===== src/design/stok_pkg.sv =====
// Shared types, constants and character-class functions of the script tokenizer.
// Used by stok_core, script_tokenizer and stok_checker; depends on nothing else.

package stok_pkg;

   localparam int OFFSET_WIDTH  = 24;
   localparam int LINE_WIDTH    = 16;
   localparam int KEYWORD_BYTES = 8;
   localparam int WLEN_WIDTH    = $clog2(KEYWORD_BYTES + 1);
   localparam int WIDX_WIDTH    = $clog2(KEYWORD_BYTES);
   localparam int KIND_WIDTH    = 6;
   localparam int ERR_WIDTH     = 2;
   localparam int CHAR_WIDTH    = 8;
   localparam int NUM_KEYWORDS  = 14;
   localparam int KW_TEXT_BYTES = 8;

   typedef logic [KIND_WIDTH-1:0] kind_type;
   typedef logic [ERR_WIDTH-1:0]  err_type;
   typedef logic [CHAR_WIDTH-1:0] char_type;

   // Token kinds.
   localparam kind_type KIND_EOF       = 6'd0;
   localparam kind_type KIND_INT       = 6'd1;
   localparam kind_type KIND_FLOAT     = 6'd2;
   localparam kind_type KIND_ID        = 6'd3;
   localparam kind_type KIND_STRING    = 6'd4;
   localparam kind_type KIND_KW_BASE   = 6'd5;
   localparam kind_type KIND_LPAREN    = 6'd19;
   localparam kind_type KIND_RPAREN    = 6'd20;
   localparam kind_type KIND_LBRACE    = 6'd21;
   localparam kind_type KIND_RBRACE    = 6'd22;
   localparam kind_type KIND_LBRACKET  = 6'd23;
   localparam kind_type KIND_RBRACKET  = 6'd24;
   localparam kind_type KIND_DOT       = 6'd25;
   localparam kind_type KIND_COMMA     = 6'd26;
   localparam kind_type KIND_COLON     = 6'd27;
   localparam kind_type KIND_SEMICOLON = 6'd28;
   localparam kind_type KIND_PLUS      = 6'd29;
   localparam kind_type KIND_INCR      = 6'd30;
   localparam kind_type KIND_PLUS_EQ   = 6'd31;
   localparam kind_type KIND_MINUS     = 6'd32;
   localparam kind_type KIND_ARROW     = 6'd33;
   localparam kind_type KIND_DECR      = 6'd34;
   localparam kind_type KIND_MINUS_EQ  = 6'd35;
   localparam kind_type KIND_STAR      = 6'd36;
   localparam kind_type KIND_SLASH     = 6'd38;
   localparam kind_type KIND_PERCENT   = 6'd40;
   localparam kind_type KIND_CARET     = 6'd42;
   localparam kind_type KIND_ASSIGN    = 6'd44;
   localparam kind_type KIND_FAT_ARROW = 6'd45;
   localparam kind_type KIND_EQUAL     = 6'd46;
   localparam kind_type KIND_BANG      = 6'd47;
   localparam kind_type KIND_LESS      = 6'd49;
   localparam kind_type KIND_GREATER   = 6'd51;
   localparam kind_type KIND_LINE_CMT  = 6'd53;
   localparam kind_type KIND_BLOCK_CMT = 6'd54;
   localparam kind_type KIND_ERROR     = 6'd55;
   localparam kind_type KIND_NONE      = 6'd0;

   // Error codes.
   localparam err_type ERR_NONE    = 2'd0;
   localparam err_type ERR_CHAR    = 2'd1;
   localparam err_type ERR_STRING  = 2'd2;
   localparam err_type ERR_COMMENT = 2'd3;

   // Characters with a role of their own.
   localparam char_type CH_BACKSLASH  = 8'h5C;
   localparam char_type CH_QUOTE      = 8'h22;
   localparam char_type CH_UNDERSCORE = 8'h5F;
   localparam char_type CH_DOT        = 8'h2E;
   localparam char_type CH_NEWLINE    = 8'h0A;
   localparam char_type CH_STAR       = 8'h2A;
   localparam char_type CH_SLASH      = 8'h2F;
   localparam char_type CH_EQUALS     = 8'h3D;
   localparam char_type CH_PLUS       = 8'h2B;
   localparam char_type CH_MINUS      = 8'h2D;
   localparam char_type CH_GREATER    = 8'h3E;
   localparam char_type CH_SPACE      = 8'h20;

   typedef enum logic [3:0] {
      MODE_IDLE  = 4'd0,
      MODE_INT   = 4'd1,
      MODE_FLOAT = 4'd2,
      MODE_WORD  = 4'd3,
      MODE_LONG  = 4'd4,
      MODE_STR   = 4'd5,
      MODE_ESC   = 4'd6,
      MODE_OP    = 4'd7,
      MODE_LINE  = 4'd8,
      MODE_BLOCK = 4'd9,
      MODE_STAR  = 4'd10
   } scan_mode_type;

   typedef struct packed {
      logic     valid;
      char_type char_byte;
      logic     end_marker;
   } item_type;

   typedef struct packed {
      kind_type                kind;
      logic [OFFSET_WIDTH-1:0] start_offset;
      logic [OFFSET_WIDTH-1:0] length;
      logic [LINE_WIDTH-1:0]   line;
      logic [LINE_WIDTH-1:0]   column;
      err_type                 err;
   } token_type;

   typedef struct packed {
      logic      valid;
      token_type token;
   } emit_type;

   // Keyword text is right-justified: the last character sits in the low byte.
   localparam logic [8*KW_TEXT_BYTES-1:0] KW_TEXT [NUM_KEYWORDS] = '{
      "if", "else", "for", "loop", "while", "break", "continue",
      "fn", "return", "false", "true", "and", "or", "xor"
   };
   localparam int KW_LEN [NUM_KEYWORDS] = '{2, 4, 3, 4, 5, 5, 8, 2, 6, 5, 4, 3, 2, 3};

   function automatic char_type kw_char(input int k, input int i);
      char_type ch;
      ch = '0;
      if (i < KW_LEN[k]) begin
         ch = KW_TEXT[k][8*(KW_LEN[k]-1-i) +: 8];
      end
      return ch;
   endfunction

   // Keyword lookup over the buffered word; anything else is an identifier.
   function automatic kind_type word_kind(input logic [8*KEYWORD_BYTES-1:0] word,
                                          input logic [WLEN_WIDTH-1:0] len);
      kind_type kind;
      logic     hit;
      kind = KIND_ID;
      for (int k = 0; k < NUM_KEYWORDS; k++) begin
         hit = (len == WLEN_WIDTH'(KW_LEN[k]));
         for (int i = 0; i < KEYWORD_BYTES; i++) begin
            if (i < KW_LEN[k] && word[8*i +: 8] != kw_char(k, i)) begin
               hit = 1'b0;
            end
         end
         if (hit) begin
            kind = KIND_KW_BASE + KIND_WIDTH'(k);
         end
      end
      return kind;
   endfunction

   function automatic logic is_digit(input char_type c);
      return c >= "0" && c <= "9";
   endfunction

   function automatic logic is_alpha(input char_type c);
      return (c >= "a" && c <= "z") || (c >= "A" && c <= "Z");
   endfunction

   function automatic logic is_word(input char_type c);
      return is_alpha(c) || is_digit(c) || c == CH_UNDERSCORE;
   endfunction

   function automatic logic is_space(input char_type c);
      return c == CH_SPACE || (c >= 8'd9 && c <= 8'd13);
   endfunction

   function automatic kind_type single_kind(input char_type c);
      kind_type kind;
      unique case (c)
         "(":     kind = KIND_LPAREN;
         ")":     kind = KIND_RPAREN;
         "{":     kind = KIND_LBRACE;
         "}":     kind = KIND_RBRACE;
         "[":     kind = KIND_LBRACKET;
         "]":     kind = KIND_RBRACKET;
         ".":     kind = KIND_DOT;
         ",":     kind = KIND_COMMA;
         ":":     kind = KIND_COLON;
         ";":     kind = KIND_SEMICOLON;
         default: kind = KIND_NONE;
      endcase
      return kind;
   endfunction

   function automatic kind_type op_kind(input char_type c);
      kind_type kind;
      unique case (c)
         "+":     kind = KIND_PLUS;
         "-":     kind = KIND_MINUS;
         "*":     kind = KIND_STAR;
         "/":     kind = KIND_SLASH;
         "%":     kind = KIND_PERCENT;
         "^":     kind = KIND_CARET;
         "=":     kind = KIND_ASSIGN;
         "!":     kind = KIND_BANG;
         "<":     kind = KIND_LESS;
         ">":     kind = KIND_GREATER;
         default: kind = KIND_NONE;
      endcase
      return kind;
   endfunction

   // Kind of the two-byte operator formed by p then c, or KIND_NONE.
   function automatic kind_type pair_kind(input char_type p, input char_type c);
      kind_type kind;
      kind = KIND_NONE;
      if (p == CH_PLUS) begin
         if (c == CH_PLUS) kind = KIND_INCR;
         else if (c == CH_EQUALS) kind = KIND_PLUS_EQ;
      end else if (p == CH_MINUS) begin
         if (c == CH_GREATER) kind = KIND_ARROW;
         else if (c == CH_MINUS) kind = KIND_DECR;
         else if (c == CH_EQUALS) kind = KIND_MINUS_EQ;
      end else if (p == CH_EQUALS) begin
         if (c == CH_GREATER) kind = KIND_FAT_ARROW;
         else if (c == CH_EQUALS) kind = KIND_EQUAL;
      end else if (op_kind(p) != KIND_NONE && c == CH_EQUALS) begin
         // The compound form always follows its single-byte kind.
         kind = op_kind(p) + KIND_WIDTH'(1);
      end
      return kind;
   endfunction

endpackage


===== src/design/script_tokenizer.sv =====
// Top level of the script tokenizer: input register, scanner core, result buffer.
// Depends on stok_pkg and stok_core.
//
//   channel | direction | tdata                                 | tuser            | tlast
//   req_    | in        | char_byte[7:0]                        | -                | end_marker
//   rsp_    | out       | start_offset, token_length, line, col | token_kind, err  | last_of_run
//
// An accepted byte is registered, then scanned by the core; one byte per cycle is
// sustained while each byte yields at most one token and the result side is ready.
// A byte yielding two tokens holds back the next token-yielding byte, since the result
// buffer delivers one token per cycle. Reset is synchronous and returns the scanner
// to offset 0, line 1, column 1. Stalls on either side lose nothing.

module script_tokenizer (
   input  logic        clock,
   input  logic        reset,
   input  logic        req_tvalid,
   output logic        req_tready,
   input  logic [7:0]  req_tdata,   // [7:0] char_byte
   input  logic        req_tlast,   // end_marker
   output logic        rsp_tvalid,
   input  logic        rsp_tready,
   output logic [79:0] rsp_tdata,   // [23:0] start_offset, [47:24] token_length,
                                    // [63:48] start_line, [79:64] start_column
   output logic [7:0]  rsp_tuser,   // [5:0] token_kind, [7:6] error_code
   output logic        rsp_tlast    // last_of_run
);

   logic               in_valid_ff;
   stok_pkg::char_type in_char_ff;
   logic               in_end_ff;
   stok_pkg::item_type item;
   stok_pkg::emit_type emit_a;
   stok_pkg::emit_type emit_b;

   logic [1:0]          cnt_ff, cnt_in;
   stok_pkg::token_type head_ff, head_in;
   stok_pkg::token_type tail_ff, tail_in;
   logic                head_last_ff, head_last_in;

   logic out_free;
   logic any_emit;
   logic step;
   logic take;

   assign item.valid      = in_valid_ff;
   assign item.char_byte  = in_char_ff;
   assign item.end_marker = in_end_ff;

   stok_core u_core (
      .clock  (clock),
      .reset  (reset),
      .item   (item),
      .step   (step),
      .emit_a (emit_a),
      .emit_b (emit_b)
   );

   assign take       = rsp_tvalid && rsp_tready;
   assign out_free   = cnt_ff == 2'd0 || (cnt_ff == 2'd1 && rsp_tready);
   assign any_emit   = emit_a.valid || emit_b.valid;
   assign step       = in_valid_ff && (out_free || !any_emit);
   assign req_tready = !in_valid_ff || step;

   always_comb begin
      cnt_in       = cnt_ff;
      head_in      = head_ff;
      tail_in      = tail_ff;
      head_last_in = head_last_ff;
      if (step && any_emit) begin
         if (emit_a.valid && emit_b.valid) begin
            head_in      = emit_a.token;
            tail_in      = emit_b.token;
            head_last_in = 1'b0;
            cnt_in       = 2'd2;
         end else begin
            head_in      = emit_a.valid ? emit_a.token : emit_b.token;
            head_last_in = 1'b1;
            cnt_in       = 2'd1;
         end
      end else if (take) begin
         if (cnt_ff == 2'd2) begin
            head_in      = tail_ff;
            head_last_in = 1'b1;
            cnt_in       = 2'd1;
         end else begin
            cnt_in = 2'd0;
         end
      end
   end

   always_ff @(posedge clock) begin
      if (reset) begin
         in_valid_ff <= 1'b0;
         cnt_ff      <= 2'd0;
      end else begin
         if (req_tready) begin
            in_valid_ff <= req_tvalid;
         end
         cnt_ff <= cnt_in;
      end
   end

   always_ff @(posedge clock) begin
      if (req_tready && req_tvalid) begin
         in_char_ff <= req_tdata;
         in_end_ff  <= req_tlast;
      end
      head_ff      <= head_in;
      tail_ff      <= tail_in;
      head_last_ff <= head_last_in;
   end

   assign rsp_tvalid = cnt_ff != 2'd0;
   assign rsp_tdata  = {head_ff.column, head_ff.line, head_ff.length, head_ff.start_offset};
   assign rsp_tuser  = {head_ff.err, head_ff.kind};
   assign rsp_tlast  = head_last_ff;

endmodule


===== src/design/stok_core.sv =====
// Scanner state and per-byte step logic of the script tokenizer.
// Depends on stok_pkg. Produces up to two tokens per input transaction.

module stok_core (
   input  logic               clock,
   input  logic               reset,
   input  stok_pkg::item_type item,
   input  logic               step,
   output stok_pkg::emit_type emit_a,
   output stok_pkg::emit_type emit_b
);

   stok_pkg::scan_mode_type mode_ff, mode_in;
   stok_pkg::char_type      pend_ff, pend_in;
   logic [stok_pkg::OFFSET_WIDTH-1:0] tstart_ff, tstart_in;
   logic [stok_pkg::LINE_WIDTH-1:0]   tline_ff, tline_in;
   logic [stok_pkg::LINE_WIDTH-1:0]   tcol_ff, tcol_in;
   logic [stok_pkg::OFFSET_WIDTH-1:0] off_ff, off_in;
   logic [stok_pkg::LINE_WIDTH-1:0]   line_ff, line_in;
   logic [stok_pkg::LINE_WIDTH-1:0]   col_ff, col_in;
   logic [8*stok_pkg::KEYWORD_BYTES-1:0] wbuf_ff, wbuf_in;
   logic [stok_pkg::WLEN_WIDTH-1:0]   wlen_ff, wlen_in;

   stok_pkg::char_type c;
   stok_pkg::kind_type pair;
   stok_pkg::kind_type single;
   stok_pkg::kind_type close_kind;
   stok_pkg::err_type  close_err;
   logic [stok_pkg::OFFSET_WIDTH-1:0] span;
   logic [stok_pkg::OFFSET_WIDTH-1:0] span_inc;
   logic fresh;
   logic slash_open;
   logic starts_word;
   logic starts_op;
   logic starts_emit;

   assign c          = item.char_byte;
   assign pair       = stok_pkg::pair_kind(pend_ff, c);
   assign single     = stok_pkg::single_kind(c);
   assign span       = off_ff - tstart_ff;
   assign span_inc   = span + stok_pkg::OFFSET_WIDTH'(1);
   assign slash_open = pend_ff == stok_pkg::CH_SLASH &&
                       (c == stok_pkg::CH_STAR || c == stok_pkg::CH_SLASH);

   assign starts_word = stok_pkg::is_alpha(c) || c == stok_pkg::CH_UNDERSCORE;
   assign starts_op   = single == stok_pkg::KIND_NONE &&
                        stok_pkg::op_kind(c) != stok_pkg::KIND_NONE;
   // A byte that opens no multi-byte token yields a token right away:
   // a punctuation mark, or an unexpected character.
   assign starts_emit = !stok_pkg::is_space(c) && !stok_pkg::is_digit(c) && !starts_word &&
                        c != stok_pkg::CH_QUOTE && !starts_op;

   // Does this byte end the open token and begin a new one?
   always_comb begin
      unique case (mode_ff)
         stok_pkg::MODE_IDLE:  fresh = 1'b1;
         stok_pkg::MODE_INT:   fresh = c != stok_pkg::CH_DOT && !stok_pkg::is_digit(c);
         stok_pkg::MODE_FLOAT: fresh = !stok_pkg::is_digit(c);
         stok_pkg::MODE_WORD,
         stok_pkg::MODE_LONG:  fresh = !stok_pkg::is_word(c);
         stok_pkg::MODE_OP:    fresh = pair == stok_pkg::KIND_NONE && !slash_open;
         default:              fresh = 1'b0;
      endcase
   end

   // Token that the open mode turns into when it is cut off.
   always_comb begin
      close_err = stok_pkg::ERR_NONE;
      unique case (mode_ff)
         stok_pkg::MODE_INT:   close_kind = stok_pkg::KIND_INT;
         stok_pkg::MODE_FLOAT: close_kind = stok_pkg::KIND_FLOAT;
         stok_pkg::MODE_WORD:  close_kind = stok_pkg::word_kind(wbuf_ff, wlen_ff);
         stok_pkg::MODE_LONG:  close_kind = stok_pkg::KIND_ID;
         stok_pkg::MODE_OP:    close_kind = stok_pkg::op_kind(pend_ff);
         stok_pkg::MODE_LINE:  close_kind = stok_pkg::KIND_LINE_CMT;
         stok_pkg::MODE_STR,
         stok_pkg::MODE_ESC: begin
            close_kind = stok_pkg::KIND_ERROR;
            close_err  = stok_pkg::ERR_STRING;
         end
         stok_pkg::MODE_BLOCK,
         stok_pkg::MODE_STAR: begin
            close_kind = stok_pkg::KIND_ERROR;
            close_err  = stok_pkg::ERR_COMMENT;
         end
         default: close_kind = stok_pkg::KIND_NONE;
      endcase
   end

   // Next state.
   always_comb begin
      mode_in   = mode_ff;
      pend_in   = pend_ff;
      tstart_in = tstart_ff;
      tline_in  = tline_ff;
      tcol_in   = tcol_ff;
      wbuf_in   = wbuf_ff;
      wlen_in   = wlen_ff;
      off_in    = off_ff + stok_pkg::OFFSET_WIDTH'(1);
      line_in   = line_ff;
      col_in    = col_ff + stok_pkg::LINE_WIDTH'(1);
      if (item.end_marker) begin
         // End of text: everything returns to the start of a new text.
         mode_in   = stok_pkg::MODE_IDLE;
         pend_in   = '0;
         tstart_in = '0;
         tline_in  = stok_pkg::LINE_WIDTH'(1);
         tcol_in   = stok_pkg::LINE_WIDTH'(1);
         wlen_in   = '0;
         off_in    = '0;
         line_in   = stok_pkg::LINE_WIDTH'(1);
         col_in    = stok_pkg::LINE_WIDTH'(1);
      end else begin
         if (c == stok_pkg::CH_NEWLINE) begin
            line_in = line_ff + stok_pkg::LINE_WIDTH'(1);
            col_in  = stok_pkg::LINE_WIDTH'(1);
         end
         if (fresh) begin
            tstart_in = off_ff;
            tline_in  = line_ff;
            tcol_in   = col_ff;
            mode_in   = stok_pkg::MODE_IDLE;
            if (stok_pkg::is_digit(c)) begin
               mode_in = stok_pkg::MODE_INT;
            end else if (starts_word) begin
               mode_in     = stok_pkg::MODE_WORD;
               wbuf_in[7:0] = c;
               wlen_in     = stok_pkg::WLEN_WIDTH'(1);
            end else if (c == stok_pkg::CH_QUOTE) begin
               mode_in = stok_pkg::MODE_STR;
            end else if (starts_op) begin
               mode_in = stok_pkg::MODE_OP;
               pend_in = c;
            end
         end else begin
            unique case (mode_ff)
               stok_pkg::MODE_INT: begin
                  if (c == stok_pkg::CH_DOT) mode_in = stok_pkg::MODE_FLOAT;
               end
               stok_pkg::MODE_WORD: begin
                  if (wlen_ff < stok_pkg::WLEN_WIDTH'(stok_pkg::KEYWORD_BYTES)) begin
                     wbuf_in[8*wlen_ff[stok_pkg::WIDX_WIDTH-1:0] +: 8] = c;
                     wlen_in = wlen_ff + stok_pkg::WLEN_WIDTH'(1);
                  end else begin
                     mode_in = stok_pkg::MODE_LONG;
                  end
               end
               stok_pkg::MODE_STR: begin
                  if (c == stok_pkg::CH_QUOTE) mode_in = stok_pkg::MODE_IDLE;
                  else if (c == stok_pkg::CH_BACKSLASH) mode_in = stok_pkg::MODE_ESC;
               end
               stok_pkg::MODE_ESC: mode_in = stok_pkg::MODE_STR;
               stok_pkg::MODE_OP: begin
                  if (pend_ff == stok_pkg::CH_SLASH && c == stok_pkg::CH_STAR) begin
                     mode_in = stok_pkg::MODE_BLOCK;
                  end else if (pend_ff == stok_pkg::CH_SLASH && c == stok_pkg::CH_SLASH) begin
                     mode_in = stok_pkg::MODE_LINE;
                  end else begin
                     mode_in = stok_pkg::MODE_IDLE;
                  end
               end
               stok_pkg::MODE_LINE: begin
                  if (c == stok_pkg::CH_NEWLINE) mode_in = stok_pkg::MODE_IDLE;
               end
               stok_pkg::MODE_BLOCK: begin
                  if (c == stok_pkg::CH_STAR) mode_in = stok_pkg::MODE_STAR;
               end
               stok_pkg::MODE_STAR: begin
                  if (c == stok_pkg::CH_SLASH) mode_in = stok_pkg::MODE_IDLE;
                  else if (c != stok_pkg::CH_STAR) mode_in = stok_pkg::MODE_BLOCK;
               end
               default: mode_in = mode_ff;
            endcase
         end
      end
   end

   // Outputs: the first token ends at or before this byte and keeps the saved
   // start position; the second starts at the current position.
   always_comb begin
      emit_a.valid              = 1'b0;
      emit_a.token.kind         = close_kind;
      emit_a.token.start_offset = tstart_ff;
      emit_a.token.length       = span;
      emit_a.token.line         = tline_ff;
      emit_a.token.column       = tcol_ff;
      emit_a.token.err          = close_err;

      emit_b.valid              = 1'b0;
      emit_b.token.kind         = stok_pkg::KIND_EOF;
      emit_b.token.start_offset = off_ff;
      emit_b.token.length       = '0;
      emit_b.token.line         = line_ff;
      emit_b.token.column       = col_ff;
      emit_b.token.err          = stok_pkg::ERR_NONE;

      if (item.end_marker) begin
         emit_a.valid = item.valid && mode_ff != stok_pkg::MODE_IDLE;
         emit_b.valid = item.valid;
      end else if (fresh) begin
         emit_a.valid        = item.valid && mode_ff != stok_pkg::MODE_IDLE;
         emit_b.valid        = item.valid && starts_emit;
         emit_b.token.length = stok_pkg::OFFSET_WIDTH'(1);
         if (single != stok_pkg::KIND_NONE) begin
            emit_b.token.kind = single;
         end else begin
            emit_b.token.kind = stok_pkg::KIND_ERROR;
            emit_b.token.err  = stok_pkg::ERR_CHAR;
         end
      end else begin
         emit_a.token.err = stok_pkg::ERR_NONE;
         unique case (mode_ff)
            stok_pkg::MODE_STR: begin
               emit_a.valid        = item.valid && c == stok_pkg::CH_QUOTE;
               emit_a.token.kind   = stok_pkg::KIND_STRING;
               emit_a.token.length = span_inc;
            end
            stok_pkg::MODE_OP: begin
               emit_a.valid        = item.valid && pair != stok_pkg::KIND_NONE;
               emit_a.token.kind   = pair;
               emit_a.token.length = stok_pkg::OFFSET_WIDTH'(2);
            end
            stok_pkg::MODE_LINE: begin
               emit_a.valid        = item.valid && c == stok_pkg::CH_NEWLINE;
               emit_a.token.kind   = stok_pkg::KIND_LINE_CMT;
               emit_a.token.length = span_inc;
            end
            stok_pkg::MODE_STAR: begin
               emit_a.valid        = item.valid && c == stok_pkg::CH_SLASH;
               emit_a.token.kind   = stok_pkg::KIND_BLOCK_CMT;
               emit_a.token.length = span_inc;
            end
            default: emit_a.valid = 1'b0;
         endcase
      end
   end

   always_ff @(posedge clock) begin
      if (reset) begin
         mode_ff   <= stok_pkg::MODE_IDLE;
         pend_ff   <= '0;
         tstart_ff <= '0;
         tline_ff  <= stok_pkg::LINE_WIDTH'(1);
         tcol_ff   <= stok_pkg::LINE_WIDTH'(1);
         off_ff    <= '0;
         line_ff   <= stok_pkg::LINE_WIDTH'(1);
         col_ff    <= stok_pkg::LINE_WIDTH'(1);
         wlen_ff   <= '0;
      end else if (step) begin
         mode_ff   <= mode_in;
         pend_ff   <= pend_in;
         tstart_ff <= tstart_in;
         tline_ff  <= tline_in;
         tcol_ff   <= tcol_in;
         off_ff    <= off_in;
         line_ff   <= line_in;
         col_ff    <= col_in;
         wlen_ff   <= wlen_in;
      end
   end

   // Only bytes of the current word are ever compared, so no reset here.
   always_ff @(posedge clock) begin
      if (step) begin
         wbuf_ff <= wbuf_in;
      end
   end

endmodule


===== config.mk =====
export PLATFORM = sky130hd
export DESIGN_NAME = script_tokenizer
export DESIGN_NICKNAME = d
export VERILOG_FILES = /design/src/design/stok_pkg.sv /design/src/design/script_tokenizer.sv /design/src/design/stok_core.sv
export SDC_FILE = /design/constraint.sdc
export NUM_CORES = 1
export LEC_CHECK = 0
export ABC_AREA = 1
export BUFFER_PORTS_ARGS = -buffer_cell sky130_fd_sc_hd__buf_2
export CELL_PAD_IN_SITES_DETAIL_PLACEMENT = 2
export CELL_PAD_IN_SITES_GLOBAL_PLACEMENT = 2
export CORE_MARGIN = 1.5
export CORE_UTILIZATION = 33
export DETAILED_ROUTE_END_ITERATION = 7
export GPL_ROUTABILITY_DRIVEN = 0
export MAX_ROUTING_LAYER = met4
export PLACE_DENSITY_LB_ADDON = 0.1
export REMOVE_ABC_BUFFERS = 1
export SETUP_SLACK_MARGIN = 0.02
export SLEW_MARGIN = 15
export SYNTH_ARGS = -nofsm -noshare
export SYNTH_HDL_FRONTEND = slang
export SYNTH_SLANG_ARGS = --single-unit

===== constraint.sdc =====
create_clock -name clock -period 4.75 [get_ports clock]
set_clock_uncertainty 0.05 [all_clocks]
set_input_delay 0.475 -clock clock [delete_from_list [all_inputs] [get_ports clock]]
set_output_delay 0.475 -clock clock [all_outputs]
set_load 0.05 [all_outputs]

==> impl_results.html, run 1 <==
<table>
<tr><th>Metric</th><th>Value</th></tr>
<tr><th colspan="2">Floorplan</th></tr>
<tr><td>Chip Height</td><td>246 um</td></tr>
<tr><td>Starting density of the core</td><td>33.6%</td></tr>
<tr><td>Floorplan die area</td><td>0.0605 mm2</td></tr>
<tr><td>Std cell rows</td><td>88</td></tr>
<tr><td>Number of top-level pins</td><td>104</td></tr>
<tr><td>Width of the chip</td><td>246 um</td></tr>
<tr><td>Core region area</td><td>0.0580 mm2</td></tr>
<tr><th colspan="2">Critical path</th></tr>
<tr><td>Category of the most critical setup path</td><td>register to register</td></tr>
<tr><td>Type of element capturing the critical path</td><td>register</td></tr>
<tr><td>Highest fanout seen on the critical path</td><td>7</td></tr>
<tr><td>Arrival @ worst endpoint</td><td>4.68 ns</td></tr>
<tr><td>Startpoint type of the worst setup path</td><td>register</td></tr>
<tr><td>Critical path data required time</td><td>5.13 ns</td></tr>
<tr><th colspan="2">Cells and area</th></tr>
<tr><td>Commonest cells after routing, fill and taps aside</td><td>sky130_fd_sc_hd__nand2_1 (611), sky130_fd_sc_hd__nor2_1 (301), sky130_fd_sc_hd__inv_1 (264)</td></tr>
<tr><td>Area occupied by registers</td><td>0.00938 mm2</td></tr>
<tr><td>Synthesis-to-layout area growth</td><td>15.1%</td></tr>
<tr><td>Area taken by multi-input logic gates</td><td>0.00864 mm2</td></tr>
<tr><td>Final core utilization</td><td>38.6%</td></tr>
<tr><td>Layout filler cell count</td><td>6593</td></tr>
<tr><td>Proportion of layout cells with a drive suffix above 1</td><td>10.3%</td></tr>
<tr><td>Number of nets in the finished design</td><td>2633</td></tr>
<tr><td>Design Area, Final</td><td>0.0224 mm2</td></tr>
<tr><td>Most common library cell in the layout ignoring fill and taps</td><td>sky130_fd_sc_hd__nand2_1</td></tr>
<tr><th colspan="2">Global route</th></tr>
<tr><td>Met2 Resource Use GR</td><td>42.9%</td></tr>
<tr><td>Global-route met1 utilization</td><td>29.7%</td></tr>
<tr><td>Number of global-route vias before repair</td><td>19500</td></tr>
<tr><td>First-pass GRT wire length</td><td>112000 um</td></tr>
<tr><td>Total Routing Usage GR</td><td>24.7%</td></tr>
<tr><td>Antenna violations before repair</td><td>1</td></tr>
<tr><td>Total gr overflow</td><td>0</td></tr>
<tr><td>Most Used Layer, Global Route</td><td>met2</td></tr>
<tr><td>Met3 track demand over resource</td><td>3.02%</td></tr>
<tr><td>Pin count of the biggest net entering global routing</td><td>124</td></tr>
<tr><th colspan="2">Clocking</th></tr>
<tr><td>CTS sink cnt</td><td>356</td></tr>
<tr><td>Htree depth</td><td>2</td></tr>
<tr><td>Worst-case clock buffer depth</td><td>3</td></tr>
<tr><td>TritonCTS clock tree</td><td>built</td></tr>
<tr><td>Hold bufs inserted after CTS</td><td>0</td></tr>
<tr><td>Buffer cell driving the clock tree root</td><td>sky130_fd_sc_hd__clkbuf_16</td></tr>
<tr><td>Clock latency of the later-clocked register in the worst-skew pair</td><td>0.59 ns</td></tr>
<tr><td>CTS clock-pin slew for the worst setup and hold paths</td><td>0.06 ns</td></tr>
<tr><td>Number of buffers inserted during clock tree synthesis</td><td>43</td></tr>
<tr><th colspan="2">Routing</th></tr>
<tr><td>Total number of vias</td><td>17900</td></tr>
<tr><td>Final WL</td><td>72600 um</td></tr>
<tr><td>Routed wire length per instance</td><td>21.5 um</td></tr>
<tr><td>Number of nets with antenna violations after detailed routing</td><td>0</td></tr>
<tr><td>Drt first pass iters</td><td>4</td></tr>
<tr><td>Via/cell ratio</td><td>5.29</td></tr>
<tr><td>Number of violations reported at the end of detailed-routing iteration 0</td><td>758</td></tr>
<tr><td>Detailed-route DRC error count</td><td>0</td></tr>
<tr><th colspan="2">Run</th></tr>
<tr><td>Max-capacitance violation count</td><td>0</td></tr>
<tr><th colspan="2">Timing</th></tr>
<tr><td>Hold Violations, Final</td><td>0</td></tr>
<tr><td>Actual slew at the worst max-slew pin</td><td>1.07 ns</td></tr>
<tr><td>Post-layout min period</td><td>4.30 ns</td></tr>
<tr><td>Fmax</td><td>233 MHz</td></tr>
<tr><td>Final worst hold slack</td><td>0.0440 ns</td></tr>
<tr><td>Slew Limit Fails</td><td>0</td></tr>
<tr><td>Worst relative slew slack</td><td>28.1%</td></tr>
<tr><td># setup viols final</td><td>0</td></tr>
<tr><td>Final period util</td><td>90.4%</td></tr>
<tr><td>RSZ-0062 raised after global routing</td><td>no</td></tr>
<tr><th colspan="2">Yosys</th></tr>
<tr><td>Proportion of netlist area held by the largest area contributor</td><td>34.7%</td></tr>
<tr><td>Most frequently used flop master after synthesis</td><td>sky130_fd_sc_hd__edfxtp_1</td></tr>
<tr><td>Synth Instances</td><td>2489</td></tr>
<tr><td>Synth top area cells</td><td>sky130_fd_sc_hd__edfxtp_1 (35%), sky130_fd_sc_hd__dfxtp_1 (13%), sky130_fd_sc_hd__nand2_1 (12%)</td></tr>
<tr><td>Synthesis-stage register bit count</td><td>356</td></tr>
<tr><td>Post-synthesis cell type with the largest combined area</td><td>sky130_fd_sc_hd__edfxtp_1</td></tr>
<tr><td>Post-synth EDFFs</td><td>225</td></tr>
<tr><td>Portion of the post-synthesis area used by sequential elements</td><td>48.1%</td></tr>
<tr><td>Number of distinct library cells after synthesis</td><td>59</td></tr>
<tr><td>Mean instance size in the synthesized netlist</td><td>7.83 um2</td></tr>
<tr><td>Number of warnings printed during yosys synthesis</td><td>0</td></tr>
<tr><td>Synthesized cell area</td><td>0.0195 mm2</td></tr>
<tr><td>Post-synth ARST share</td><td>0%</td></tr>
<tr><th colspan="2">Placed design</th></tr>
<tr><td>Placed cell area</td><td>0.0209 mm2</td></tr>
<tr><td># port buffers</td><td>103</td></tr>
<tr><td>Placed wire-length estimate</td><td>52400 um</td></tr>
<tr><th colspan="2">Pwr</th></tr>
<tr><td>Worst vdd ir</td><td>223 uV</td></tr>
<tr><td>Total power divided by cell area</td><td>342 mW/mm2</td></tr>
<tr><td>Post-layout total power</td><td>7.67 mW</td></tr>
<tr><td>Lkg Pwr</td><td>8.56 nW</td></tr>
<tr><th colspan="2">Worst hold path</th></tr>
<tr><td>Path type of the worst min-delay path</td><td>input port to register</td></tr>
<tr><th colspan="2">Status</th></tr>
<tr><td>Result of the run</td><td>complete, no violations</td></tr>
</table>
-- power by group --
group / leakage, nW / switching, mW / internal [mW] / total, mW
Sequential: 3.18 / 0.0383 / 3.33 / 3.37
Clock: 0.742 / 1.43 / 2.12 / 3.55
Combinational: 4.64 / 0.588 / 0.159 / 0.747
Total: 8.56 / 2.05 / 5.61 / 7.67
-- final timing paths --
path	start	end	slack (ns)	depth (start not counted)
hold reg to reg	u_core.tcol_ff[8]	u_core.tcol_ff[8]	0.41	2
setup / recovery	u_core.off_ff[0]	rsp_tdata[41]	0.45	19
setup reg to reg	u_core.off_ff[0]	rsp_tdata[41]	0.45	19
hold / removal	req_tlast	in_end_ff	0.04	1
-- critical path, cell delays in order, from the launching register on --
cell,delay [ns]
sky130_fd_sc_hd__dfxtp_1,0.39
sky130_fd_sc_hd__inv_1,0.19
sky130_fd_sc_hd__ha_1,0.21
sky130_fd_sc_hd__inv_1,0.07
sky130_fd_sc_hd__fa_1,0.41
sky130_fd_sc_hd__nand3_1,0.11
sky130_fd_sc_hd__nand2_1,0.09
sky130_fd_sc_hd__a21oi_1,0.34
sky130_fd_sc_hd__o21ai_0,0.23
sky130_fd_sc_hd__xor2_1,0.29
sky130_fd_sc_hd__inv_1,0.13
sky130_fd_sc_hd__nor3_1,0.44
sky130_fd_sc_hd__nand2_1,0.22
sky130_fd_sc_hd__nor2_1,0.14
sky130_fd_sc_hd__inv_1,0.08
sky130_fd_sc_hd__nor3_1,0.30
sky130_fd_sc_hd__nand2_1,0.10
sky130_fd_sc_hd__nand2_1,0.07
sky130_fd_sc_hd__nand4_1,0.09
sky130_fd_sc_hd__a21oi_1,0.16
-- cells by family after synthesis --
| logic type | synth area share [%] |
|---|---|
| simple gates | 27.4 |
| compound gates | 11.8 |
| buf+inv | 7.63 |
| flops | 48.1 |
| xor+xnor | 2.47 |
| fa+ha+maj | 2.35 |
| mux | 0.206 |
-- what timing repair did --
item / in CTS / in global routing
gates resized for setup: 0 / 2
setup buffers: 0 / 0
setup endpoints to repair: 0 / 9
-- layer usage --
metal	routed length (um)	vias to the layer above
li1	-	8524
met3	2170	104
met2	36500	244
met1	32200	9047
met4	1840	0
met5	0	-
-- layout make-up --
cell class,count,share of cell area [%]
clock inverters,28,1.54
clock buffers,52,5.27
diodes,1,0.0112
flip-flops and latches,356,41.8
inverters,279,4.67
multi-input cells,1762,38.5
repair buffers,142,3.91
well taps,765,4.27
-- sequential cells by signal, indices dropped and copies added (netlist names), 16 cells and up --
signal and flops:
rsp_tdata 80, u_core.wbuf_ff 64, tail_ff 63, u_core.off_ff 24
u_core.tstart_ff 24, u_core.col_ff 16, u_core.line_ff 16, u_core.tcol_ff 16
u_core.tline_ff 16
-- cell usage after synthesis (7+ instances only) --
master and n:
sky130_fd_sc_hd__nor2_1 302, sky130_fd_sc_hd__nand4_1 54, sky130_fd_sc_hd__buf_4 10, sky130_fd_sc_hd__a21oi_1 171
sky130_fd_sc_hd__o211ai_1 7, sky130_fd_sc_hd__nand2_1 614, sky130_fd_sc_hd__o21ai_0 168, sky130_fd_sc_hd__nor3_1 89
sky130_fd_sc_hd__edfxtp_1 225, sky130_fd_sc_hd__a21oi_2 10, sky130_fd_sc_hd__o21ai_1 12, sky130_fd_sc_hd__buf_2 27
sky130_fd_sc_hd__ha_1 35, sky130_fd_sc_hd__inv_2 11, sky130_fd_sc_hd__dfxtp_1 131, sky130_fd_sc_hd__inv_1 265
sky130_fd_sc_hd__nand3_1 116, sky130_fd_sc_hd__xor2_1 49, sky130_fd_sc_hd__nor4_1 39, sky130_fd_sc_hd__clkbuf_1 50
-- stage by stage --
stage / setup TNS, ns / cells / worst slack [ns]
finish: 0 / 3385 / 0.454
global route: 0 / 3384 / 0.0547
CTS: 0 / 3384 / 0.325
detailed placement: 0 / 3304 / 0.358
global placement: 0 / 3304 / 0.575
floorplan: -267.76 / 2397 / -2.15
No activity file was read; power rests on OpenSTA's default activity.
==> inputs of run 2 (changes only) <==
- ABC_AREA: 1 -> default
- CORE_UTILIZATION: 33 -> 43
- clock period: 4.75 -> 5 ns (I/O delays scaled with it)
==> run 2 against run 1 <==
  * Cell area decreased by 3.2%
  * First-iteration DRC count increased by 30%
  * Sequential power decreased by 5%
  * Register-to-register slack got worse by 0.05 ns
  * Synthesized cell count decreased by 21%
  * Critical path depth decreased by 9
  * Sequential share of layout area increased by 1.4 points
  * Critical endpoint is now req_tready
  * Largest cell class unchanged
  * Highest routed layer unchanged
==> impl_results.html, run 2 <==
<table>
<tr><th>Metric</th><th>Value</th></tr>
<tr><th colspan="2">Global route</th></tr>
<tr><td>Total Routing Usage GR</td><td>29.8% (+5.2 points)</td></tr>
<tr><td>Pin count of the biggest net entering global routing</td><td>83 (-33%)</td></tr>
<tr><td>Number of global-route vias before repair</td><td>17500 (-10%)</td></tr>
<tr><td>Total gr overflow</td><td>0 (unchanged)</td></tr>
<tr><td>Antenna violations before repair</td><td>1 (unchanged)</td></tr>
<tr><td>First-pass GRT wire length</td><td>102000 um (-9.2%)</td></tr>
<tr><th colspan="2">Yosys</th></tr>
<tr><td>Proportion of netlist area held by the largest area contributor</td><td>35.4% (+0.67 points)</td></tr>
<tr><td>Portion of the post-synthesis area used by sequential elements</td><td>49.1% (+0.94 points)</td></tr>
<tr><td>Number of distinct library cells after synthesis</td><td>96 (+63%)</td></tr>
<tr><td>Post-synth EDFFs</td><td>225 (unchanged)</td></tr>
<tr><td>Synth Instances</td><td>1958 (-21%)</td></tr>
<tr><td>Post-synth top cells</td><td>sky130_fd_sc_hd__edfxtp_1 (225), sky130_fd_sc_hd__nand2_1 (173), sky130_fd_sc_hd__o21ai_0 (138)</td></tr>
<tr><td>Synthesis-stage register bit count</td><td>356 (unchanged)</td></tr>
<tr><td>Mean instance size in the synthesized netlist</td><td>9.76 um2 (+25%)</td></tr>
<tr><td>Post-synth ARST share</td><td>0% (unchanged)</td></tr>
<tr><td>Number of warnings printed during yosys synthesis</td><td>0 (unchanged)</td></tr>
<tr><td>Post-synthesis cell type with the largest combined area</td><td>sky130_fd_sc_hd__edfxtp_1</td></tr>
<tr><td>Synth top area cells</td><td>sky130_fd_sc_hd__edfxtp_1 (35%), sky130_fd_sc_hd__dfxtp_1 (14%), sky130_fd_sc_hd__o21ai_0 (3.6%)</td></tr>
<tr><td>Synthesized cell area</td><td>0.0191 mm2 (-1.9%)</td></tr>
<tr><td>Most instantiated library cell after synthesis</td><td>sky130_fd_sc_hd__edfxtp_1</td></tr>
<tr><td>Most frequently used flop master after synthesis</td><td>sky130_fd_sc_hd__edfxtp_1</td></tr>
<tr><th colspan="2">Critical path</th></tr>
<tr><td>Bufs and invs on worst path</td><td>1 (-3)</td></tr>
<tr><td>Arrival @ worst endpoint</td><td>4.08 ns (-0.60 ns)</td></tr>
<tr><td>Critical path data required time</td><td>4.45 ns (-0.68 ns)</td></tr>
<tr><td>Critical-path top delay cell</td><td>sky130_fd_sc_hd__nor4b_1</td></tr>
<tr><td>Type of element capturing the critical path</td><td>output pin</td></tr>
<tr><td>Number of cells on the worst reg-to-reg path</td><td>10 (-9)</td></tr>
<tr><td>Crit path max-delay family</td><td>simple AND/OR/NAND/NOR gates</td></tr>
<tr><td>Startpoint of the most critical setup path</td><td>in_char_ff[7]</td></tr>
<tr><td>Startpoint type of the worst setup path</td><td>register</td></tr>
<tr><td>Reg-to-Reg Start</td><td>in_char_ff[7]</td></tr>
<tr><td>Chain of cells forming the critical path</td><td>nor4b_1 -&gt; nand3_1 -&gt; a21oi_1 -&gt; nor2_1 -&gt; a22o_1 -&gt; nand3_2 -&gt; o21ai_2 -&gt; and3_1 -&gt; o21ai_1 -&gt; buf_2</td></tr>
<tr><td>Register-to-register setup slack</td><td>0.40 ns (-0.05 ns)</td></tr>
<tr><td>Highest fanout seen on the critical path</td><td>19 (+12)</td></tr>
<tr><td>Peak per-stage delay on the critical path</td><td>0.74 ns (+0.30 ns)</td></tr>
<tr><td>Endpoint of the worst register-to-register path</td><td>u_core.wbuf_ff[27]</td></tr>
<tr><td>Category of the most critical setup path</td><td>register to output pin</td></tr>
<tr><th colspan="2">Cells and area</th></tr>
<tr><td>Number of nets in the finished design</td><td>2087 (-21%)</td></tr>
<tr><td>Most common library cell in the layout ignoring fill and taps</td><td>sky130_fd_sc_hd__edfxtp_1</td></tr>
<tr><td>Synthesis-to-layout area growth</td><td>13.6%</td></tr>
<tr><td>Flip-flop count of the largest register, all copies and words added</td><td>80 (unchanged)</td></tr>
<tr><td>Proportion of layout cells with a drive suffix above 1</td><td>13.0% (+2.7 points)</td></tr>
<tr><td>Commonest cells after routing, fill and taps aside</td><td>sky130_fd_sc_hd__edfxtp_1 (225), sky130_fd_sc_hd__nand2_1 (172), sky130_fd_sc_hd__o21ai_0 (137)</td></tr>
<tr><th colspan="2">Status</th></tr>
<tr><td>Result of the run</td><td>complete, no violations</td></tr>
<tr><th colspan="2">Timing</th></tr>
<tr><td>Least setup slack across all paths after layout</td><td>0.369 ns (-0.0849 ns)</td></tr>
<tr><td>RSZ-0062 raised after global routing</td><td>no</td></tr>
<tr><td>Fmax</td><td>216 MHz</td></tr>
<tr><td>Worst relative slew slack</td><td>28.6% (+0.54 points)</td></tr>
<tr><td>Final period util</td><td>92.6%</td></tr>
<tr><td>Hold Violations, Final</td><td>0 (unchanged)</td></tr>
<tr><td># setup viols final</td><td>0 (unchanged)</td></tr>
<tr><td>Slew Limit Fails</td><td>0 (unchanged)</td></tr>
<tr><td>Actual slew at the worst max-slew pin</td><td>1.04 ns (-0.0252 ns)</td></tr>
<tr><td>Post-layout min period</td><td>4.63 ns</td></tr>
<tr><th colspan="2">Floorplan</th></tr>
<tr><td>Width of the chip</td><td>214 um (-13%)</td></tr>
<tr><td>Starting density of the core</td><td>43.4% (+9.8 points)</td></tr>
<tr><td>Chip Height</td><td>214 um (-13%)</td></tr>
<tr><td>Number of top-level pins</td><td>104 (unchanged)</td></tr>
<tr><td>Floorplan die area</td><td>0.0457 mm2 (-24%)</td></tr>
<tr><td>Std cell rows</td><td>77 (-13%)</td></tr>
<tr><td>Core region area</td><td>0.0440 mm2 (-24%)</td></tr>
<tr><th colspan="2">Placed design</th></tr>
<tr><td>Placed wire-length estimate</td><td>46100 um (-12%)</td></tr>
<tr><td># port buffers</td><td>103 (unchanged)</td></tr>
<tr><td>Placement Setup Slack</td><td>0.338 ns (-0.0200 ns)</td></tr>
<tr><th colspan="2">Routing</th></tr>
<tr><td>Number of violations reported at the end of detailed-routing iteration 0</td><td>985 (+30%)</td></tr>
<tr><td>Detailed-route DRC error count</td><td>0 (unchanged)</td></tr>
<tr><td>Drt first pass iters</td><td>5 (+1)</td></tr>
<tr><td>Number of nets with antenna violations after detailed routing</td><td>0 (unchanged)</td></tr>
<tr><td>Via/cell ratio</td><td>6.17 (+16%)</td></tr>
<tr><td>Total number of vias</td><td>16400 (-8.4%)</td></tr>
<tr><td>Routed wire length per instance</td><td>24.7 um (+15%)</td></tr>
<tr><td>Final WL</td><td>65900 um (-9.3%)</td></tr>
<tr><th colspan="2">Clocking</th></tr>
<tr><td>Buffer cell driving the clock tree root</td><td>sky130_fd_sc_hd__clkbuf_16</td></tr>
<tr><td>Number of buffers inserted during clock tree synthesis</td><td>41 (-4.7%)</td></tr>
<tr><td>CTS sink cnt</td><td>356 (unchanged)</td></tr>
<tr><td>CTS clock-pin slew for the worst setup and hold paths</td><td>0.06 ns (about the same)</td></tr>
<tr><td>Clock latency of the later-clocked register in the worst-skew pair</td><td>0.58 ns (about the same)</td></tr>
<tr><td>TritonCTS clock tree</td><td>built</td></tr>
<tr><td>Number of post-CTS setup repair buffers</td><td>0 (unchanged)</td></tr>
<tr><td>Htree depth</td><td>2 (unchanged)</td></tr>
<tr><td>Worst-case clock buffer depth</td><td>3 (unchanged)</td></tr>
<tr><th colspan="2">Pwr</th></tr>
<tr><td>Worst vdd ir</td><td>285 uV (+28%)</td></tr>
<tr><td>Total power divided by cell area</td><td>303 mW/mm2 (-11%)</td></tr>
<tr><td>Lkg Pwr</td><td>7.60 nW (-11%)</td></tr>
<tr><td>Post-layout total power</td><td>6.58 mW (-14%)</td></tr>
<tr><th colspan="2">Worst hold path</th></tr>
<tr><td>Min-Delay Path Depth</td><td>1 (unchanged)</td></tr>
<tr><td>Path type of the worst min-delay path</td><td>input port to register</td></tr>
<tr><td>Origin of the worst min-delay path</td><td>req_tdata[7]</td></tr>
<tr><td>Hold-critical path endpoint</td><td>in_char_ff[7]</td></tr>
<tr><th colspan="2">Run</th></tr>
<tr><td>Max-capacitance violation count</td><td>0 (unchanged)</td></tr>
</table>
[run 2: cell count changes after synthesis, moves of 41 or more]
cell / change
sky130_fd_sc_hd__nand2_1: -441
sky130_fd_sc_hd__inv_1: -199
sky130_fd_sc_hd__nor2_1: -170
sky130_fd_sc_hd__a22o_1: +56
sky130_fd_sc_hd__nand3_1: -54
sky130_fd_sc_hd__and3_1: +52
sky130_fd_sc_hd__and2_1: +51
sky130_fd_sc_hd__a21oi_1: -48
sky130_fd_sc_hd__mux2i_1: +48
sky130_fd_sc_hd__nor3_1: -41
[run 2: stage by stage]
stage / setup TNS, ns / utilization (%) / area (um2) / std cells / hold slack (ns)
finish: 0 / 49.3 / 21700 / 2663 / 0.0600
global route: 0 / 49.3 / 21700 / 2663 / 0.0519
CTS: 0 / 49.3 / 21700 / 2662 / 0.0371
floorplan: -308.46 / - / 18600 / 1842 / 0.386
detailed placement: 0 / 46.3 / 20400 / 2587 / 0.410
global placement: 0 / 46.3 / 20400 / 2587 / 0.397
[run 2: how the worst max path moves through the flow]
stage / endpoint / cells past startpoint
3_3_place_gp: rsp_tdata[47] / 14
2_1_floorplan: rsp_tdata[0] / 11
3_5_place_dp: rsp_tdata[47] / 14
4_1_cts: req_tready / 14
6_report: req_tready / 10
5_1_grt: u_core.wbuf_ff[27] / 13
[run 2: per-layer routing]
metal	track usage (%)	up-vias	part of all wire, %
met1	36.3	8398	43
met3	4.66	127	4.3
li1	-	7531	-
met2	50.1	363	50
met5	-	-	0
met4	11.0	0	3.1
[run 2: what timing repair did]
| action | 4_1_cts | 5_1_grt |
|---|---|---|
| hold endpoints to repair | 0 | 0 |
| setup endpoints to repair | 0 | 26 |
| hold buffers | 0 | 0 |
| resized for setup | 0 | 4 |
[run 2: area by class of cell]
type | count | area [um2]
multi-input cells | 1419 | 9050
fillers | 4634 | 22300
flip-flops and latches | 356 | 9380
repair buffers | 153 | 991
inverters | 67 | 251
well taps | 592 | 741
clock buffers | 57 | 1140
clock inverters | 18 | 151
diodes | 1 | 2.50
[run 2: cell families after synthesis]
group / share of synthesized area (%)
xor gates and xnor gates: 1.79
buffers and inverters: 3.90
AOI/OAI and AO/OA: 17.9
muxes: 2.78
and+or+nand+nor: 22.1
DFF: 49.1
adders and majority gates: 2.40
[run 2: where the power goes]
group | internal, mW | total (mW) | switching [mW]
logic | 0.106 | 0.458 | 0.352
clock network | 1.65 | 2.92 | 1.27
registers | 3.15 | 3.19 | 0.0426
total | 4.91 | 6.58 | 1.67
==> inputs of run 3 (changes only) <==
- ABC_AREA: default -> 1
- CORE_UTILIZATION: 43 -> 40
- GPL_TIMING_DRIVEN: default -> 0
==> run 3 against run 2 <==
  * Global-route usage increased by 1.5 points
  * Sequential share of layout area down 1.6 points
  * Critical path depth increased by 7
  * Sequential power about the same
  * Combinational power grew 71%
  * Critical path type is now register to register
  * Largest cell class unchanged
==> impl_results.html, run 3 (synthesis gave the netlist of run 1 again) <==
<table>
<tr><th>Metric</th><th>Value</th></tr>
<tr><th colspan="2">Timing</th></tr>
<tr><td>Final period util</td><td>99.3% (+6.7 points)</td></tr>
<tr><td>Fmax</td><td>201 MHz (-6.8%)</td></tr>
<tr><td>Actual slew at the worst max-slew pin</td><td>1.13 ns (+0.0899 ns)</td></tr>
<tr><td>Post-layout min period</td><td>4.97 ns (+0.337 ns)</td></tr>
<tr><td>RSZ-0062 raised after global routing</td><td>yes</td></tr>
<tr><td>Setup_tns</td><td>0 ns (unchanged)</td></tr>
<tr><td># setup viols final</td><td>0 (unchanged)</td></tr>
<tr><td>Least setup slack across all paths after layout</td><td>0.0326 ns (-0.337 ns)</td></tr>
<tr><td>Worst relative slew slack</td><td>24.4% (-4.2 points)</td></tr>
<tr><td>Slew Limit Fails</td><td>0 (unchanged)</td></tr>
<tr><td>Hold Violations, Final</td><td>0 (unchanged)</td></tr>
<tr><th colspan="2">Placed design</th></tr>
<tr><td>Placement Setup Slack</td><td>-1.79 ns (-2.13 ns)</td></tr>
<tr><td>Placed cell area</td><td>0.0206 mm2 (+1.1%)</td></tr>
<tr><td>Number of placed instances, taps included</td><td>3127 (+21%)</td></tr>
<tr><td>Placed wire-length estimate</td><td>50700 um (+10%)</td></tr>
<tr><td># port buffers</td><td>103 (unchanged)</td></tr>
<tr><th colspan="2">Cells and area</th></tr>
<tr><td>Proportion of layout cells with a drive suffix above 1</td><td>10.3% (-2.7 points)</td></tr>
<tr><td>Final cell count without fillers</td><td>3235 (+21%)</td></tr>
<tr><td>Area taken by multi-input logic gates</td><td>0.00887 mm2 (-2.0%)</td></tr>
<tr><td>Synthesis-to-layout area growth</td><td>15.7%</td></tr>
<tr><td>Layout filler cell count</td><td>5383 (+16%)</td></tr>
<tr><td>Commonest cells after routing, fill and taps aside</td><td>sky130_fd_sc_hd__nand2_1 (609), sky130_fd_sc_hd__nor2_1 (299), sky130_fd_sc_hd__inv_1 (263)</td></tr>
<tr><td>Design Area, Final</td><td>0.0225 mm2 (+3.8%)</td></tr>
<tr><td>Area occupied by registers</td><td>0.00938 mm2 (about the same)</td></tr>
<tr><td>Flip-flop count of the largest register, all copies and words added</td><td>80 (unchanged)</td></tr>
<tr><td>Number of nets in the finished design</td><td>2635 (+26%)</td></tr>
<tr><td>Most common library cell in the layout ignoring fill and taps</td><td>sky130_fd_sc_hd__nand2_1</td></tr>
<tr><td>Antenna fix cells</td><td>0 (-1)</td></tr>
<tr><th colspan="2">Critical path</th></tr>
<tr><td>Type of element capturing the critical path</td><td>register</td></tr>
<tr><td>Arrival @ worst endpoint</td><td>5.18 ns (+1.10 ns)</td></tr>
<tr><td>Critical-path top delay cell</td><td>sky130_fd_sc_hd__nor2_1</td></tr>
<tr><td>Number of cells on the worst reg-to-reg path</td><td>17 (+7)</td></tr>
<tr><td>Highest fanout seen on the critical path</td><td>65 (+46)</td></tr>
<tr><td>Category of the most critical setup path</td><td>register to register</td></tr>
<tr><td>Register-to-register setup slack</td><td>0.03 ns (-0.37 ns)</td></tr>
<tr><td>Critical path data required time</td><td>5.22 ns (+0.77 ns)</td></tr>
<tr><td>Chain of cells forming the critical path</td><td>inv_1 -&gt; nor2_1 -&gt; inv_1 -&gt; nor2_1 -&gt; inv_1 -&gt; a21oi_1 -&gt; nand4_1 -&gt; buf_4 -&gt; nand3_4 -&gt; buf_4 -&gt; nand2_2 -&gt; nand2_8 -&gt; inv_12 -&gt; nor2_4 -&gt; nand2_1 -&gt; clkinv_4 -&gt; buf_16</td></tr>
<tr><td>Startpoint type of the worst setup path</td><td>register</td></tr>
<tr><td>Peak per-stage delay on the critical path</td><td>0.79 ns (+0.05 ns)</td></tr>
<tr><td>Library cell appearing most often on the critical path</td><td>sky130_fd_sc_hd__inv_1</td></tr>
<tr><th colspan="2">Pwr</th></tr>
<tr><td>Switching power</td><td>2.02 mW (+21%)</td></tr>
<tr><td>Lkg Pwr</td><td>8.67 nW (+14%)</td></tr>
<tr><td>Share of total power in sequential cells</td><td>44.9% (-3.7 points)</td></tr>
<tr><td>Total power divided by cell area</td><td>318 mW/mm2 (+5.1%)</td></tr>
<tr><td>Internal</td><td>5.16 mW (+5.0%)</td></tr>
<tr><td>Worst vdd ir</td><td>286 uV (+0.35%)</td></tr>
<tr><td>Switching Share</td><td>28.2% (+2.8 points)</td></tr>
<tr><td>Relative contribution of combinational cells to total power</td><td>10.9% (+3.9 points)</td></tr>
<tr><td>Clock Power Share</td><td>44.2% (-0.3 points)</td></tr>
<tr><th colspan="2">Floorplan</th></tr>
<tr><td>Number of top-level pins</td><td>104 (unchanged)</td></tr>
<tr><td>Core region area</td><td>0.0479 mm2 (+8.9%)</td></tr>
<tr><td>Starting density of the core</td><td>40.6% (-2.8 points)</td></tr>
<tr><td>Width of the chip</td><td>224 um (+4.6%)</td></tr>
<tr><td>Std cell rows</td><td>80 (+3.9%)</td></tr>
<tr><td>Chip Height</td><td>224 um (+4.6%)</td></tr>
<tr><td>Floorplan die area</td><td>0.0500 mm2 (+9.5%)</td></tr>
<tr><th colspan="2">Global route</th></tr>
<tr><td>Total Routing Usage GR</td><td>31.4% (+1.5 points)</td></tr>
<tr><td>First-pass GRT wire length</td><td>118000 um (+16%)</td></tr>
<tr><td>Number of global-route vias before repair</td><td>20300 (+16%)</td></tr>
<tr><td>Total gr overflow</td><td>0 (unchanged)</td></tr>
<tr><td>Antenna violations before repair</td><td>1 (unchanged)</td></tr>
<tr><td>Pin count of the biggest net entering global routing</td><td>66 (-20%)</td></tr>
<tr><th colspan="2">Routing</th></tr>
<tr><td>Routed wire length per instance</td><td>24.3 um (-1.7%)</td></tr>
<tr><td>Number of violations reported at the end of detailed-routing iteration 0</td><td>1102 (+12%)</td></tr>
<tr><td>Total number of vias</td><td>18700 (+14%)</td></tr>
<tr><td>Number of nets with antenna violations after detailed routing</td><td>0 (unchanged)</td></tr>
<tr><td>Final WL</td><td>78700 um (+19%)</td></tr>
<tr><td>Detailed-route DRC error count</td><td>0 (unchanged)</td></tr>
<tr><td>Drt first pass iters</td><td>5 (unchanged)</td></tr>
<tr><td>Via/cell ratio</td><td>5.77 (-6.4%)</td></tr>
<tr><th colspan="2">Run</th></tr>
<tr><td>Max-capacitance violation count</td><td>0 (unchanged)</td></tr>
<tr><th colspan="2">Clocking</th></tr>
<tr><td>CTS clock-pin slew for the worst setup and hold paths</td><td>0.06 ns (about the same)</td></tr>
<tr><td>Hold bufs inserted after CTS</td><td>0 (unchanged)</td></tr>
<tr><td>Clock latency of the later-clocked register in the worst-skew pair</td><td>0.61 ns (+0.03 ns)</td></tr>
<tr><td>Worst-case clock buffer depth</td><td>3 (unchanged)</td></tr>
<tr><td>Htree depth</td><td>2 (unchanged)</td></tr>
<tr><td>CTS sink cnt</td><td>356 (unchanged)</td></tr>
<tr><td>Buffer cell driving the clock tree root</td><td>sky130_fd_sc_hd__clkbuf_16</td></tr>
<tr><td>Number of buffers inserted during clock tree synthesis</td><td>43 (+4.9%)</td></tr>
<tr><td>TritonCTS clock tree</td><td>built</td></tr>
<tr><th colspan="2">Worst hold path</th></tr>
<tr><td>Min-Delay Path Depth</td><td>1 (unchanged)</td></tr>
<tr><td>Path type of the worst min-delay path</td><td>input port to register</td></tr>
<tr><th colspan="2">Status</th></tr>
<tr><td>Result of the run</td><td>complete, no violations</td></tr>
</table>
run 3: metrics by stage:
stage / power, mW / utilization, % / hold slack [ns]
after floorplan: 3.69 / - / 0.382
after global placement: 3.92 / 42.4 / 0.394
after detailed placement: 3.98 / 43.0 / 0.401
after CTS: 7.17 / 46.7 / 0.00127
after global routing: 7.37 / 47.0 / 0.0107
final: 7.18 / 47.0 / 0.0224
run 3: worst max-delay path: cells and delay by family (launching register included):
family / cells / cell delay [ns]
and+or+nand+nor: 8 / 2.14
buffers and inverters: 8 / 1.69
DFF: 1 / 0.36
AOI/OAI and AO/OA: 1 / 0.30
run 3: final cells by class:
cell class	count	share of cell area [%]
Tap cell	615	3.41
Clock inverter	13	0.733
Inverter	279	4.74
Multi-Input combinational cell	1767	39.4
Timing Repair Buffer	139	4.67
Clock buffer	66	5.47
Sequential cell	356	41.6
run 3: path summary, 6_finish.rpt:
check                     startpoint                  to
setup / recovery   u_core.mode_ff[2]         tail_ff[10]
hold / removal          req_tdata[0]       in_char_ff[0]
setup reg to reg   u_core.mode_ff[2]         tail_ff[10]
hold reg to reg   u_core.tline_ff[4]  u_core.tline_ff[4]
run 3: layer usage:
metal	routed length (um)	part of all wire (%)	track usage, %
met1	32500	41	36.5
met2	39900	51	55.5
met3	2890	3.7	3.21
met4	3440	4.4	12.5
met5	0	0	-
run 3: repair_timing:
action / CTS / global route
cloned: 5 / 0
resized for setup: 27 / 11
buffers inserted: 15 / 9
pin swaps: 12 / 2
endpoints found under the setup margin: 396 / 236
run 3: power groups by stage:
stage               Sequential [mW]  Clock (mW)  Combinational [mW]
global route                   3.22        3.33               0.827
floorplan                      3.37           0               0.317
finish                         3.22        3.18               0.782
global placement               3.29           0               0.636
detailed placement             3.28           0               0.700
CTS                            3.22        3.21               0.744
